[config.mk]
export PLATFORM = sky130hd
export DESIGN_NAME = dftlp_ram
export DESIGN_NICKNAME = d
export VERILOG_FILES = /design/src/dftlp_ram.sv
export SDC_FILE = /design/constraint.sdc
export NUM_CORES = 2
export LEC_CHECK = 0
export ABC_AREA = 1
export BUFFER_PORTS_ARGS = -buffer_cell sky130_fd_sc_hd__buf_2
export CAP_MARGIN = 5
export CELL_PAD_IN_SITES_DETAIL_PLACEMENT = 1
export CELL_PAD_IN_SITES_GLOBAL_PLACEMENT = 2
export CORE_AREA = 2 2 646 648
export DETAILED_ROUTE_END_ITERATION = 8
export DIE_AREA = 0 0 648 650
export PLACE_DENSITY = 0.7
export SLEW_MARGIN = 20
export SYNTH_ARGS = -nofsm -noshare
export SYNTH_HDL_FRONTEND = slang
export SYNTH_SLANG_ARGS = --single-unit
export TNS_END_PERCENT = 1
[constraint.sdc]
create_clock -name clk -period 13 [get_ports clk]
set_clock_uncertainty 0.2 [all_clocks]
set_input_delay 3.25 -clock clk [delete_from_list [all_inputs] [get_ports clk]]
set_output_delay 3.25 -clock clk [all_outputs]
set_load 0.05 [all_outputs]
[src/dftlp_ram.sv]
module dftlp_ram #(
  parameter int Width = 64,
  parameter int Depth = 64
) (
  input  logic                     clk,
  input  logic                     wr_en,
  input  logic [$clog2(Depth)-1:0] wr_addr,
  input  logic [Width-1:0]         wr_data,
  input  logic [$clog2(Depth)-1:0] rd_addr,
  output logic [Width-1:0]         rd_data
);

  logic [Width-1:0] mem [Depth];

  always_ff @(posedge clk) begin
    if (wr_en) begin
      mem[wr_addr] <= wr_data;
    end
    rd_data <= mem[rd_addr];
  end

endmodule

# [Yosys cells after proc, flatten, opt, wreduce, memory -nomap -nowiden]
# Memory sizes are Yosys's and may differ from the RTL's. A register that Yosys moved wholly into a read port is not among the register bits.
# Index checks and enable logic that the tools add are counted.
[totals] ram_bits=4096 out_inout_bits=64 memories=1 latch_bits=0 inputBits=78 regBits=0 rom_bits=0
[classes] shifts=0 div=0 n_bitwise=0 n_reduce_logical=0 add_sub_neg=0 eq_ne=0 mul=0 mux=2 order_cmp=0
[mem_list] memory="mem" depth=64 width=64 rd=1 rd_ports_with_merged_regs=1 wr=1 line="13" source="logic [Width-1:0] mem [Depth];"
[ops] cell="$mux W1" count=2

# [Depth between registers and ports, before layout]
[depth] ltp_word=2 ltp_mapped=13 depth_no_buf=9

# [Worst setup path before layout]
# OpenSTA, ideal clock, no wires.
[synth_timing] kind="input port to flip-flop" from="input port wr_en" to="memory mem[48][0], enable pin" setup_time_ps=646 required_ps=12154 path_stages=3 arrival_time_ps=9886 path_slack_ps=2268 n_path_buf=1 cell_sequence="clkbuf_1 > nand4_1 > nor4_1"
[synth_between] elab_chain_len=2
[synth_lines] item="from (decl)" line="6" source="input logic wr_en,"
[synth_lines] item="$mux W1" line="16" source="if (wr_en) begin"
[synth_lines] item="$mux W1 (implied by the code)" line="17" source="mem[wr_addr] <= wr_data;"
[synth_lines] item="to (decl)" line="13"
# Every way passes these cells.

# [Final worst setup path]
[layout_timing] from="input port wr_addr[0]" to="memory mem[28][15], enable pin"
[layout_lines] item="from (decl)" line="7" source="input logic [$clog2(Depth)-1:0] wr_addr,"
# No word-level cell before the write port.

==> results.sh <==
export IMPL_pin_count=142
export IMPL_rsz0062_at_grt="false"
export IMPL_numPortBuffers=141
export IMPL_worstPathArrival_ps=7150
export IMPL_ys_flop_type="edfxtp_1"
export IMPL_setup_viol=0
export IMPL_hold_viol_final=0
export IMPL_start_util_pct=39.85
export IMPL_post_synth_top_count_cell="nand2_1"
export IMPL_synth_seq_cells=4160
export IMPL_dp_hpwl_um=288900
export IMPL_grt_total_usage_pct=27.79
export IMPL_dr_pass1_iters=6
export IMPL_cts_hold_buf=0
export IMPL_power_leakage_uw=0.06453
export IMPL_numCtsBuffers=447
export IMPL_fin_area_um2=185500
export IMPL_clk_latency_ps=1010
export IMPL_finalCritPeriodShare_pct=51.75
export IMPL_drv_cap=0
export IMPL_ctsRootBufferMaster="clkbuf_16"
export IMPL_cts_setup_buffers=0
export IMPL_hold_class="reg2reg"
export IMPL_fillers=42576
export IMPL_synth_commonest_cells="4416 x nand2_1, 4096 x edfxtp_1, 3847 x nand3_1"
export IMPL_netlist_area_um2=165300
export IMPL_synthToLayoutAreaGrowth_pct=12.22
export IMPL_drive_gt1_share_pct=7.948
export IMPL_drt_iter0_markers=12219
export IMPL_cp_end_kind="flip-flop"
export IMPL_die_x_um=648
export IMPL_finish_utilization_pct=44.72
export IMPL_yosysTopAreaCell="edfxtp_1"
export IMPL_nets=13439
export IMPL_clock_path_buffers=4
export IMPL_grt_first_pass_wirelength_um=842000
export IMPL_status="complete, no violations"
export IMPL_vias_per_cell=5.826
export IMPL_syn_avg_cell_area_um2=12.33
export IMPL_grt_pass1_vias=112771
export IMPL_cp_max_fo=25
export IMPL_cts_tree="yes"
export IMPL_cts_sinks=4160
export IMPL_postCtsResizedCells=0
export IMPL_synth_cell_types=16
export IMPL_gr_total_overflow=0
export IMPL_fp_coreArea_um2=414900
export IMPL_fmax_mhz=148.7
export IMPL_synth_edf_count=4096
export IMPL_antenna_left=0
export IMPL_p_per_area_nw_per_um2=157.2
export IMPL_critPathKind="in2reg"
export IMPL_synth_fp_nets=13483
export IMPL_vias=112192
export IMPL_yosysTopAreaCellShare_pct=74.41
export IMPL_dieArea_um2=421200
export IMPL_routabilityCongestion=0.7691
export IMPL_wl_um=595400
export IMPL_total_power_uw=29160
export IMPL_slew_viol_final=0
export IMPL_drc=0
export IMPL_htreeDepth=5
export IMPL_synthArstFlopShare_pct=0
export IMPL_rows=237
export IMPL_pre_cts_slack_ps=5343
export IMPL_fin_crit_ps=6727
export IMPL_syn_instance_count=13405
export IMPL_irDropWorstVdd_mv=0.1531
export IMPL_setup_tns_ps=0
export IMPL_worst_setup_path_start_kind="input port"
export IMPL_slew_headroom_pct=13.29
export IMPL_die_y_um=650
export IMPL_path_clk_slew_ps=60
export IMPL_place_area_um2=171200
export IMPL_grt_max_degree=192
export IMPL_worst_ep_required_time_ps=13420
export IMPL_postLayoutSetupSlackWorst_ps=6273
export IMPL_synth_area_leaders="edfxtp_1 74%, nand3_1 12%, nand2_1 10%, buf_2 1.5%, dfxtp_1 0.78%"
export IMPL_worst_pin_slew_ps=1301
export IMPL_synth_seq_area_share_pct=75.18
export IMPL_antenna_found_initial=42
export IMPL_wl_per_cell_um=30.92
export IMPL_yosys_warnings=0
==> per-layer routing <==
layer | part of all wire, % | GRT usage, % | vias up
li1 | - | - | 47815
met1 | 43 | 39.08 | 59525
met2 | 48 | 45.64 | 3997
met3 | 6.5 | 3.531 | 845
met4 | 2.7 | 7.141 | 10
met5 | 0.011 | 0 | -
==> cells by family after synthesis <==
| logic type | after synthesis | synth area share [%] |
|---|---|---|
| buffers and inverters | 909 | 2.953 |
| flip-flops | 4160 | 75.18 |
| AND/OR/NAND/NOR | 8336 | 21.87 |
==> per-stage QoR <==
step | std cells | hold WS [ps]
after floorplan | 13405 | 521.4
after global placement | 18402 | 579.9
after detailed placement | 18407 | 590.9
after CTS | 19235 | 606.1
after global routing | 19245 | 678.3
final | 19256 | 600.4
==> sequential cells by signal, summed over array words and instances (netlist names) <==
name,flops
rd_data,64
mem,4096
==> power by group <==
| group | leakage (uW) | internal [uW] | switching, uW |
|---|---|---|---|
| sequential | 0.0374 | 14800 | 54.1 |
| combinational | 0.0202 | 380 | 1380 |
| clock | 0.00693 | 7100 | 5400 |
| total | 0.0645 | 22300 | 6830 |
==> worst max-delay path, stage by stage <==
cell     delay [ps]
buf_2           170
inv_1           270
nand4_1         820
nor2_4         1180
buf_4           650
buf_4           650
==> final timing paths <==
kind / from / to / slack (ps) / depth (start not counted)
max: wr_addr[0] / mem[28][15] / 6270 / 6
min: mem[12][41] / rd_data[41] / 600 / 8
max reg2reg: mem[63][17] / rd_data[17] / 10990 / 8
min reg2reg: mem[12][41] / rd_data[41] / 600 / 8
==> cell usage in the layout, fill, tap and decap left out, types with 10 or more instances in the layout <==
master and instances:
buf_12 44, buf_2 92, buf_4 261, bufinv_16 27, clkbuf_1 111, clkbuf_16 455, clkbuf_8 29, clkinv_1 99
clkinv_2 77, dfxtp_1 64, diode_2 19, edfxtp_1 4096, inv_6 10, nand2_1 4416, nand3_1 3847, nor2_4 56
==> layout make-up <==
type,count,area [um^2],share of cell area [%]
diodes,19,47.55,0.02563
well taps,5497,6878,3.708
clock inverters,233,1947,1.050
repair buffers,404,3427,1.847
flip-flops and latches,4160,124300,67.00
clock buffers,595,12200,6.578
inverters,12,105.1,0.05666
multi-input cells,8336,36620,19.74
No activity file was read; power rests on OpenSTA's default activity.
